### config.mk
export PLATFORM = sky130hd
export DESIGN_NAME = pmst_ctrl
export DESIGN_NICKNAME = d
export VERILOG_FILES = /design/src/hdl/pmst_pkg.sv /design/src/hdl/pmst_ctrl.sv
export SDC_FILE = /design/constraint.sdc
export NUM_CORES = 1
export LEC_CHECK = 0
export BUFFER_PORTS_ARGS = -buffer_cell sky130_fd_sc_hd__buf_2
export CAP_MARGIN = 15
export CORE_UTILIZATION = 44
export CTS_CLUSTER_SIZE = 28
export DETAILED_ROUTE_END_ITERATION = 8
export GPL_ROUTABILITY_DRIVEN = 0
export GPL_TIMING_DRIVEN = 0
export HOLD_SLACK_MARGIN = 0.1
export PLACE_DENSITY = 0.74
export SLEW_MARGIN = 20
export SYNTH_ARGS = -nofsm -noshare
export SYNTH_HDL_FRONTEND = slang
export SYNTH_SLANG_ARGS = --single-unit
### constraint.sdc
create_clock -name i_clk -period 1.4 [get_ports i_clk]
set_clock_uncertainty 0.1 [all_clocks]
set_input_delay 0.14 -clock i_clk [delete_from_list [all_inputs] [get_ports i_clk]]
set_output_delay 0.14 -clock i_clk [all_outputs]
set_load 0.1 [all_outputs]
### src/hdl/pmst_pkg.sv
package pmst_pkg;

    localparam int TABLE_DEPTH    = 64;
    localparam int ADDR_W         = $clog2(TABLE_DEPTH);
    localparam int CNT_W          = ADDR_W + 1;
    localparam int PTR_W          = ADDR_W + 2;
    localparam int MAX_NAME_CHARS = 16;
    localparam int LEN_W          = 5;
    localparam int VALUE_BITS     = 32;
    localparam int NAME_W         = 64;

    typedef enum logic [1:0] {
        CMD_LOOKUP, CMD_INSERT, CMD_REMOVE, CMD_SPARE
    } t_cmd;

    typedef enum logic [2:0] {
        STS_DONE, STS_NOT_FOUND, STS_AMBIGUOUS, STS_ILLEGAL, STS_EXISTS, STS_FULL
    } t_status;

    typedef enum logic [1:0] {
        KIND_NONE, KIND_AMBIG, KIND_EXACT
    } t_kind;

    typedef struct packed {
        logic [NAME_W-1:0]     lo;
        logic [NAME_W-1:0]     hi;
        logic [LEN_W-1:0]      len;
        logic [VALUE_BITS-1:0] val;
    } t_entry;

    typedef enum logic [4:0] {
        OP_IDLE, OP_LOAD, OP_ILLEGAL, OP_INIT, OP_PROBE, OP_STEP, OP_MISS,
        OP_EXACT, OP_WALK_DN, OP_WALK_READ, OP_WALK_STEP, OP_WALK_TURN,
        OP_SETTLE, OP_READ_SLOT, OP_APPLY, OP_SHU_READ, OP_SHU_WRITE,
        OP_SHD_READ, OP_SHD_WRITE, OP_PLACE, OP_DROP
    } t_op;

    typedef enum logic [3:0] {
        ST_IDLE, ST_CHECK, ST_LOOP, ST_PROBE_W, ST_MISS, ST_MATCH, ST_WALK,
        ST_WALK_W, ST_SETTLE, ST_FETCH, ST_APPLY, ST_SHU, ST_SHU_W, ST_SHD,
        ST_SHD_W, ST_DONE
    } t_state;

    typedef struct packed {
        t_op op;
    } t_dp_ctl;

    typedef struct packed {
        logic legal;
        logic in_range;
        logic cmp_zero;
        logic exact_len;
        logic walk_in;
        logic dir_up;
        logic is_insert;
        logic is_remove;
        logic kind_exact;
        logic full;
        logic shu_more;
        logic shd_more;
    } t_dp_sts;

    // Collating rank: digits, then underscore, then lower-case letters.
    function automatic logic [5:0] coll_rank(input logic [7:0] c);
        logic [5:0] r;
        r = 6'd0;
        if (c >= "0" && c <= "9") r = 6'(c - "0") + 6'd1;
        else if (c == "_") r = 6'd11;
        else if (c >= "a" && c <= "z") r = 6'(c - "a") + 6'd12;
        return r;
    endfunction

endpackage

### src/hdl/pmst_ctrl.sv
module pmst_ctrl (
    input  logic              i_clk,
    input  logic              i_rst_n,
    input  logic              i_in_valid,
    output logic              o_in_ready,
    output logic              o_out_valid,
    input  logic              i_out_ready,
    input  pmst_pkg::t_dp_sts i_sts,
    output pmst_pkg::t_dp_ctl o_ctl
);
    pmst_pkg::t_state r_state, n_state;

    // Hold the state.
    always_ff @(posedge i_clk) begin
        if (!i_rst_n) r_state <= pmst_pkg::ST_IDLE;
        else          r_state <= n_state;
    end

    // Sequence one request through search, resolve and update.
    always_comb begin
        n_state     = r_state;
        o_ctl.op    = pmst_pkg::OP_IDLE;
        o_in_ready  = 1'b0;
        o_out_valid = 1'b0;
        case (r_state)
            pmst_pkg::ST_IDLE: begin
                o_in_ready = 1'b1;
                if (i_in_valid) begin
                    o_ctl.op = pmst_pkg::OP_LOAD;
                    n_state  = pmst_pkg::ST_CHECK;
                end
            end
            pmst_pkg::ST_CHECK: begin
                if (!i_sts.legal) begin
                    o_ctl.op = pmst_pkg::OP_ILLEGAL;
                    n_state  = pmst_pkg::ST_DONE;
                end else begin
                    o_ctl.op = pmst_pkg::OP_INIT;
                    n_state  = pmst_pkg::ST_LOOP;
                end
            end
            pmst_pkg::ST_LOOP: begin
                if (i_sts.in_range) begin
                    o_ctl.op = pmst_pkg::OP_PROBE;
                    n_state  = pmst_pkg::ST_PROBE_W;
                end else begin
                    n_state = pmst_pkg::ST_MISS;
                end
            end
            pmst_pkg::ST_PROBE_W: begin
                o_ctl.op = pmst_pkg::OP_STEP;
                n_state  = i_sts.cmp_zero ? pmst_pkg::ST_MATCH : pmst_pkg::ST_LOOP;
            end
            pmst_pkg::ST_MISS: begin
                o_ctl.op = pmst_pkg::OP_MISS;
                n_state  = pmst_pkg::ST_FETCH;
            end
            pmst_pkg::ST_MATCH: begin
                if (i_sts.exact_len) begin
                    o_ctl.op = pmst_pkg::OP_EXACT;
                    n_state  = pmst_pkg::ST_FETCH;
                end else begin
                    o_ctl.op = pmst_pkg::OP_WALK_DN;
                    n_state  = pmst_pkg::ST_WALK;
                end
            end
            pmst_pkg::ST_WALK: begin
                if (i_sts.walk_in) begin
                    o_ctl.op = pmst_pkg::OP_WALK_READ;
                    n_state  = pmst_pkg::ST_WALK_W;
                end else if (!i_sts.dir_up) begin
                    o_ctl.op = pmst_pkg::OP_WALK_TURN;
                end else begin
                    n_state = pmst_pkg::ST_SETTLE;
                end
            end
            pmst_pkg::ST_WALK_W: begin
                o_ctl.op = pmst_pkg::OP_WALK_STEP;
                n_state  = (!i_sts.cmp_zero && i_sts.dir_up) ? pmst_pkg::ST_SETTLE
                                                             : pmst_pkg::ST_WALK;
            end
            pmst_pkg::ST_SETTLE: begin
                o_ctl.op = pmst_pkg::OP_SETTLE;
                n_state  = pmst_pkg::ST_FETCH;
            end
            pmst_pkg::ST_FETCH: begin
                o_ctl.op = pmst_pkg::OP_READ_SLOT;
                n_state  = pmst_pkg::ST_APPLY;
            end
            pmst_pkg::ST_APPLY: begin
                o_ctl.op = pmst_pkg::OP_APPLY;
                if (i_sts.is_insert && !i_sts.kind_exact && !i_sts.full)
                    n_state = pmst_pkg::ST_SHU;
                else if (i_sts.is_remove && i_sts.kind_exact)
                    n_state = pmst_pkg::ST_SHD;
                else
                    n_state = pmst_pkg::ST_DONE;
            end
            pmst_pkg::ST_SHU: begin
                if (i_sts.shu_more) begin
                    o_ctl.op = pmst_pkg::OP_SHU_READ;
                    n_state  = pmst_pkg::ST_SHU_W;
                end else begin
                    o_ctl.op = pmst_pkg::OP_PLACE;
                    n_state  = pmst_pkg::ST_DONE;
                end
            end
            pmst_pkg::ST_SHU_W: begin
                o_ctl.op = pmst_pkg::OP_SHU_WRITE;
                n_state  = pmst_pkg::ST_SHU;
            end
            pmst_pkg::ST_SHD: begin
                if (i_sts.shd_more) begin
                    o_ctl.op = pmst_pkg::OP_SHD_READ;
                    n_state  = pmst_pkg::ST_SHD_W;
                end else begin
                    o_ctl.op = pmst_pkg::OP_DROP;
                    n_state  = pmst_pkg::ST_DONE;
                end
            end
            pmst_pkg::ST_SHD_W: begin
                o_ctl.op = pmst_pkg::OP_SHD_WRITE;
                n_state  = pmst_pkg::ST_SHD;
            end
            pmst_pkg::ST_DONE: begin
                o_out_valid = 1'b1;
                if (i_out_ready) n_state = pmst_pkg::ST_IDLE;
            end
            default: n_state = pmst_pkg::ST_IDLE;
        endcase
    end

endmodule

# --- After elaboration in Yosys (flattened, before gate mapping) ---
# Cells that the tools add are included.
word_totals:
  register_bits: 4
  latchBits: 0
  ram_bits: 0
  rom_bits: 0
  inputBits: 16
  word_cells: 54
  n_memories: 0
classes:
  add_sub_neg: 0
  multipliers: 0
  n_div: 0
  n_lt_le_gt_ge: 0
  eq_ne: 18
  n_shift: 0
  mux: 25
  bitwise: 0
  reduce_logical: 10
ops:
  columns: ["cell", "n"]
  rows:
  - ["one-hot mux 5 bit (15 select lines)", 1]
  - ["one-hot mux 4 bit (15 select lines)", 1]
  - ["two-way mux 4 bit", 10]
  - ["equality test 4 bit (second input constant)", 8]
  - ["equality test 4 x 3 -> 1 bit (second input constant)", 4]
  - ["two-way mux 3 bit", 5]
  - ["equality test 4 x 2 -> 1 bit (second input constant)", 2]
  - ["two-way mux 1 bit", 5]
  - ["two-way mux 5 bit", 1]
  - ["equality test 4 x 1 -> 1 bit (second input constant)", 1]
  - ["logical AND 1 bit", 4]
  - ["logical NOT 4 bit", 1]
  - ["two-way mux 2 bit", 2]
  - ["inequality test 2 bit (second input constant)", 2]
  - ["logical NOT 1 bit", 3]
  - ["inequality test 3 bit (second input constant)", 1]
  - ["AND reduction 3 bit", 1]
  - ["OR reduction 2 bit", 1]

# --- Depth between registers and ports, before layout ---
# Gate-level depths: netlist (run 1).
depth:
  ltp_word: 5
  depth_mapped: 6
  ltp_nobuf: 5

# --- Least setup slack after synthesis (run 1) ---
# No wires, ideal clock.
synth_timing:
  kind: "reg-to-output"
  start: "register r_state[2]"
  end: "output o_ctl[3] in the netlist's numbering"
  arrival_ns: 4.341
  slack_ns: -3.181
  stages_incl_launch_ff: 5
  path_buffers: 2
  path_cell_list: "dfxtp_1 -> buf_2 -> buf_2 -> nand2_1 -> o311ai_0"
synth_lines:
  columns: ["item", "line_no", "text"]
  rows:
  - ["from (decl)", "pmst_ctrl.sv:11", "pmst_pkg::t_state r_state, n_state;"]
  - ["from (signal assigned)", "pmst_ctrl.sv:15", "if (!i_rst_n) r_state <= pmst_pkg::ST_IDLE;"]
  - ["from (signal assigned)", "pmst_ctrl.sv:16", "else r_state <= n_state;"]
  - ["to (decl)", "pmst_ctrl.sv:9", "output pmst_pkg::t_dp_ctl o_ctl"]

==> flow_metrics.env, run 1 <==
export IMPL_status="finished, violations left"
export IMPL_violations="setup timing"
export IMPL_setup_ws_ns=-0.487
export IMPL_largest_reg_flops=4
export IMPL_fmax_ghz=0.530
export IMPL_hold_path_class="primary input to register"
export IMPL_grt_max_degree=11
export IMPL_netlist_area_um2=678
export IMPL_antenna_found_initial=0
export IMPL_r2r_slack_ns=-0.31
export IMPL_start_util=0.496
export IMPL_clk_insertion_delay_late_ns=0.23
export IMPL_cts_buffers=3
export IMPL_syn_nets=118
export IMPL_powerDensity_nw_per_um2=2760
export IMPL_hold_viol=0
export IMPL_cts_path_max_buffers=2
export IMPL_power_leakage_uw=0.000491
export IMPL_crit_fanout=6
export IMPL_cp_arrival_ns=1.65
export IMPL_grt_pass1_wl_um=3570
export IMPL_tightestPinTransition_ns=0.345
export IMPL_syn_avg_cell_area_um2=6.65
export IMPL_slew_headroom=0.768
export IMPL_path_clk_slew_ns=0.04
export IMPL_cts_root_buf="clkbuf_4"
export IMPL_seq_area_um2=91.3
export IMPL_globalRouteTotalUtil=0.323
export IMPL_synth_cells=102
export IMPL_firstDrtPassIters=5
export IMPL_rsz0062_at_grt="yes"
export IMPL_ys_ff_latch=4
export IMPL_critPathRequiredTime_ns=1.16
export IMPL_die_h_um=41.3
export IMPL_nets=156
export IMPL_hpwl_um=1610
export IMPL_die_w_um=41.3
export IMPL_drtIter0Drc=64
export IMPL_nFillCells=61
export IMPL_drt_drc_violations_left=0
export IMPL_cts_sink_count=4
export IMPL_first_global_vias=831
export IMPL_cts_tree="done"
export IMPL_final_core_util=0.905
export IMPL_grt_overflow=0
export IMPL_startpoint_type="register"
export IMPL_design_core_area_um2=1370
export IMPL_crit_type="register to output pin"
export IMPL_drv_slew=0
export IMPL_min_period_ns=1.89
export IMPL_rows=13
export IMPL_antenna_left=0
export IMPL_synth_distinct_cells=36
export IMPL_place_area_um2=902
export IMPL_die_area_um2=1700
export IMPL_cap_violations=0
export IMPL_setup_viol=11
export IMPL_max_flop_register="r_state"
export IMPL_stdcell_area_um2=1240
export IMPL_wire_per_inst_um=19.5
export IMPL_final_cell_mix="buf_2 (15), buf_4 (9), nor2_1 (8)"
export IMPL_post_route_period_util=1.35
export IMPL_h_tree_depth=1
export IMPL_reg_largest_list="r_state (4)"
export IMPL_diodes=0
export IMPL_yosysWarningCount=0
export IMPL_via_count=1047
export IMPL_ys_seq_area_frac=0.118
export IMPL_via_per_inst=6.80
export IMPL_portBuffers=22
export IMPL_num_io_pins=23
export IMPL_drt_total_wl_um=3000
export IMPL_syn2layout_area_growth_pct=82.3
export IMPL_vdd_ir_drop_worst_uv=3090
export IMPL_multi_input_area_um2=678
export IMPL_final_common_cell="buf_2"
export IMPL_drive_above_1_share=0.547
export IMPL_cp_end_kind="output pin"
cell usage after synthesis (all sizes together):
| cell type | count | area share |
|---|---|---|
| nor2 | 12 | 0.066 |
| nor2b | 4 | 0.037 |
| nand2b | 3 | 0.028 |
| nor4 | 1 | 0.0092 |
| inv | 5 | 0.028 |
| mux2i | 1 | 0.015 |
| nor3 | 8 | 0.059 |
| o21a | 2 | 0.022 |
| o211ai | 1 | 0.011 |
| o31a | 1 | 0.013 |
| a21oi | 5 | 0.037 |
| nand3 | 1 | 0.0074 |
| a31oi | 6 | 0.055 |
| o21bai | 1 | 0.011 |
| o21ai | 9 | 0.066 |
| buf | 8 | 0.081 |
| a2111oi | 1 | 0.022 |
| o32ai | 1 | 0.024 |
| o311ai | 2 | 0.026 |
| nand2 | 12 | 0.070 |
| nor4b | 2 | 0.048 |
| a22oi | 1 | 0.011 |
| a2bb2oi | 1 | 0.013 |
| o31ai | 1 | 0.011 |
| or3 | 1 | 0.0092 |
| a211oi | 3 | 0.033 |
| o32a | 1 | 0.015 |
| and2b | 1 | 0.011 |
| a311oi | 1 | 0.013 |
| o2111a | 1 | 0.017 |
| dfxtp | 4 | 0.12 |
| o2bb2ai | 1 | 0.013 |
worst max-delay path, stage by stage (launching register included):
cell	delay [ns]
dfxtp_4	0.35
buf_6	0.14
mux2i_1	0.12
o32a_1	0.30
o211ai_1	0.24
buf_6	0.26
cell families after synthesis:
family                 count (synthesis)  synth area share
and+or+nand+nor                       45             0.345
buffers and inverters                 13             0.109
AOI/OAI and AO/OA                     39             0.413
muxes                                  1            0.0148
DFF                                    4             0.118
routing by layer:
layer / vias up / routed length, µm / GRT usage
li1: 458 / - / -
met1: 471 / 1140 / 0.394
met5: - / 0 / 0
met2: 97 / 1400 / 0.500
met3: 21 / 359 / 0.0870
met4: 0 / 108 / 0.194
through the flow:
step / std cells / TNS (ns) / worst slack (ns) / power, µW / hold WS [ns]
2_1_floorplan: 102 / -3.15 / -1.15 / 2000 / 0.158
3_3_place_gp: 139 / -3.21 / -0.614 / 2330 / 0.295
3_5_place_dp: 139 / -3.15 / -0.602 / 2340 / 0.287
4_1_cts: 147 / -2.85 / -0.425 / 2990 / 0.156
5_1_grt: 154 / -4.11 / -0.570 / 3540 / 0.149
6_report: 154 / -3.06 / -0.487 / 3420 / 0.188
layout make-up:
type                            instances  share of cell area
Multi-Input combinational cell         85               0.549
Timing Repair Buffer                   33               0.246
Buffer                                  8              0.0769
Sequential cell                         4              0.0739
Clock buffer                            4              0.0213
Inverter                                5              0.0182
Tap cell                               15              0.0152
report_power, final:
part           switching [µW]  internal [µW]
combinational            1840           1180
clock                    42.5            107
sequential               72.1            179
timing repair:
item,CTS,global route
endpoints found under the setup margin,11,11
hold buffers,1,0
gates resized for setup,40,17
cloned,0,1
pin swaps,5,8
setup buffers,3,6
hold endpoints to repair,4,0
path summary, 6_finish.rpt:
path,depth (start not counted),startpoint,to
setup / recovery,5,r_state[0],o_ctl[0]
hold / removal,3,i_in_valid,r_state[0]
setup reg to reg,7,r_state[3],r_state[1]
hold reg to reg,3,r_state[3],r_state[2]
No activity file was read; power rests on OpenSTA's default activity.
==> run 2: changes to the inputs <==
--- a/config.mk
+++ b/config.mk
@@ -7,13 +7,12 @@
 export LEC_CHECK = 0
 export BUFFER_PORTS_ARGS = -buffer_cell sky130_fd_sc_hd__buf_2
 export CAP_MARGIN = 15
-export CORE_UTILIZATION = 44
+export CORE_UTILIZATION = 35
 export CTS_CLUSTER_SIZE = 28
 export DETAILED_ROUTE_END_ITERATION = 8
 export GPL_ROUTABILITY_DRIVEN = 0
 export GPL_TIMING_DRIVEN = 0
 export HOLD_SLACK_MARGIN = 0.1
-export PLACE_DENSITY = 0.74
 export SLEW_MARGIN = 20
 export SYNTH_ARGS = -nofsm -noshare
 export SYNTH_HDL_FRONTEND = slang
==> run 2 against run 1 <==
Net effect: the flow still finishes with violations (setup timing); via count fell by 2.7%; non-clock buffer count rose by 5; sequential power about the same; core utilization is 11 points lower; highest routed layer unchanged.
==> flow_metrics.env, run 2 (synthesis results as in run 1) <==
export IMPL_status="finished, violations left"
export IMPL_violations="setup timing"
export IMPL_vdd_ir_drop_worst_uv=2380
export IMPL_slowest_stage="dfxtp_4"
export IMPL_globalRouteTotalUtil=0.289
export IMPL_wl_met2_um=1420
export IMPL_grt_overflow=0
export IMPL_fmax_ghz=0.544
export IMPL_path_common_cell="buf_6"
export IMPL_highest_layer="met4"
export IMPL_wl_met3_um=205
export IMPL_hold_start="i_in_valid"
export IMPL_rows=15
export IMPL_r2r_start="r_state[1]"
export IMPL_hold_path_class="primary input to register"
export IMPL_design_core_area_um2=1760
export IMPL_start_util=0.384
export IMPL_hold_viol=0
export IMPL_path_cells="buf_6, mux2i_1, o32a_1, o211ai_1, buf_6"
export IMPL_portBuffers=22
export IMPL_cap_violations=0
export IMPL_clk_insertion_delay_late_ns=0.24
export IMPL_firstDrtPassIters=4
export IMPL_die_area_um2=2120
export IMPL_h_tree_depth=1
export IMPL_antenna_left=0
export IMPL_power_leakage_uw=0.000542
export IMPL_reg_largest_list="r_state (4)"
export IMPL_cp_end_kind="output pin"
export IMPL_place_area_um2=915
export IMPL_startpoint_type="register"
export IMPL_grt_pass1_wl_um=4300
export IMPL_fin_cells=169
export IMPL_via_per_inst=6.03
export IMPL_drt_drc_violations_left=0
export IMPL_num_io_pins=23
export IMPL_multi_input_area_um2=782
export IMPL_powerDensity_nw_per_um2=2630
export IMPL_crit_fanout=7
export IMPL_tightestPinTransition_ns=0.337
export IMPL_post_route_period_util=1.31
export IMPL_nets=161
export IMPL_wire_per_inst_um=17.8
export IMPL_seq_area_um2=88.8
export IMPL_final_common_cell="buf_2"
export IMPL_drt_total_wl_um=3020
export IMPL_min_period_ns=1.84
export IMPL_drv_slew=0
export IMPL_finalSetupTns_ns=-2.93
export IMPL_cts_sink_count=4
export IMPL_first_global_vias=911
export IMPL_cts_buffers=3
export IMPL_die_w_um=46.0
export IMPL_crit_type="register to output pin"
export IMPL_antenna_found_initial=0
export IMPL_slew_headroom=0.773
export IMPL_crit_family="compound AO/OA/AOI/OAI gates"
export IMPL_via_count=1019
export IMPL_path_clk_slew_ns=0.04
export IMPL_critPathRequiredTime_ns=1.16
export IMPL_final_cell_mix="buf_2 (15), buf_6 (11), buf_4 (10)"
export IMPL_drive_above_1_share=0.604
export IMPL_nFillCells=131
export IMPL_dpl_cell_count=149
export IMPL_stdcell_area_um2=1410
export IMPL_diodes=0
export IMPL_cts_tree="done"
export IMPL_cp_startpoint="r_state[0]"
export IMPL_die_h_um=46.0
export IMPL_syn2layout_area_growth_pct=107
export IMPL_cp_arrival_ns=1.60
export IMPL_grt_max_degree=11
export IMPL_cts_path_max_buffers=2
export IMPL_cpPeakStageDelay_ns=0.34
export IMPL_setup_viol=11
export IMPL_largest_reg_flops=4
export IMPL_crit_buf_inv=2
export IMPL_hpwl_um=1690
export IMPL_drtIter0Drc=32
export IMPL_cts_root_buf="clkbuf_4"
export IMPL_rsz0062_at_grt="yes"
export IMPL_max_flop_register="r_state"
export IMPL_wl_met1_um=1340
export IMPL_setup_ws_ns=-0.440
export IMPL_final_core_util=0.796
[run 2: layer usage]
layer	GRT usage	vias up
li1	-	472
met1	0.379	483
met2	0.434	58
met3	0.0635	6
met4	0.153	0
met5	0	-
[run 2: worst register-to-register path: stages, from the launching register on]
cell,delay (ns)
dfxtp_4,0.43
buf_6,0.14
nand2_4,0.06
buf_4,0.14
o32ai_4,0.20
a2111oi_2,0.10
nor4_1,0.36
o21a_1,0.16
[run 2: worst paths after layout]
kind / endpoint / slack, ns / cells past startpoint
min reg2reg: r_state[1] / 0.65 / 3
max: o_ctl[0] / -0.44 / 5
max reg2reg: r_state[3] / -0.35 / 7
min: r_state[0] / 0.16 / 3
[run 2: per-stage QoR]
stage	setup WS (ns)	hold slack [ns]	power, µW
final	-0.440	0.163	3700
after global routing	-0.481	0.185	3830
after CTS	-0.439	0.153	3400
after detailed placement	-0.605	0.297	2360
after global placement	-0.597	0.297	2350
after floorplan	-1.15	0.158	2000
[run 2: final cells by class]
| type | instances | area share |
|---|---|---|
| Buffer | 8 | 0.0703 |
| Sequential cell | 4 | 0.0632 |
| Timing Repair Buffer | 38 | 0.253 |
| Tap cell | 25 | 0.0223 |
| Inverter | 5 | 0.0160 |
| Multi-Input combinational cell | 85 | 0.557 |
| Clock buffer | 4 | 0.0187 |
[run 2: repair_timing]
action                     4_1_cts  5_1_grt
hold buffers                     1        0
setup endpoints to repair       11       11
hold endpoints to repair         4        0
pin swaps                       12        8
resized for setup               67       13
setup buffers                   10        6
[run 2: report_power, final]
group | switching [µW] | internal, µW
registers | 74.0 | 176
clock network | 49.2 | 107
logic | 1940 | 1350
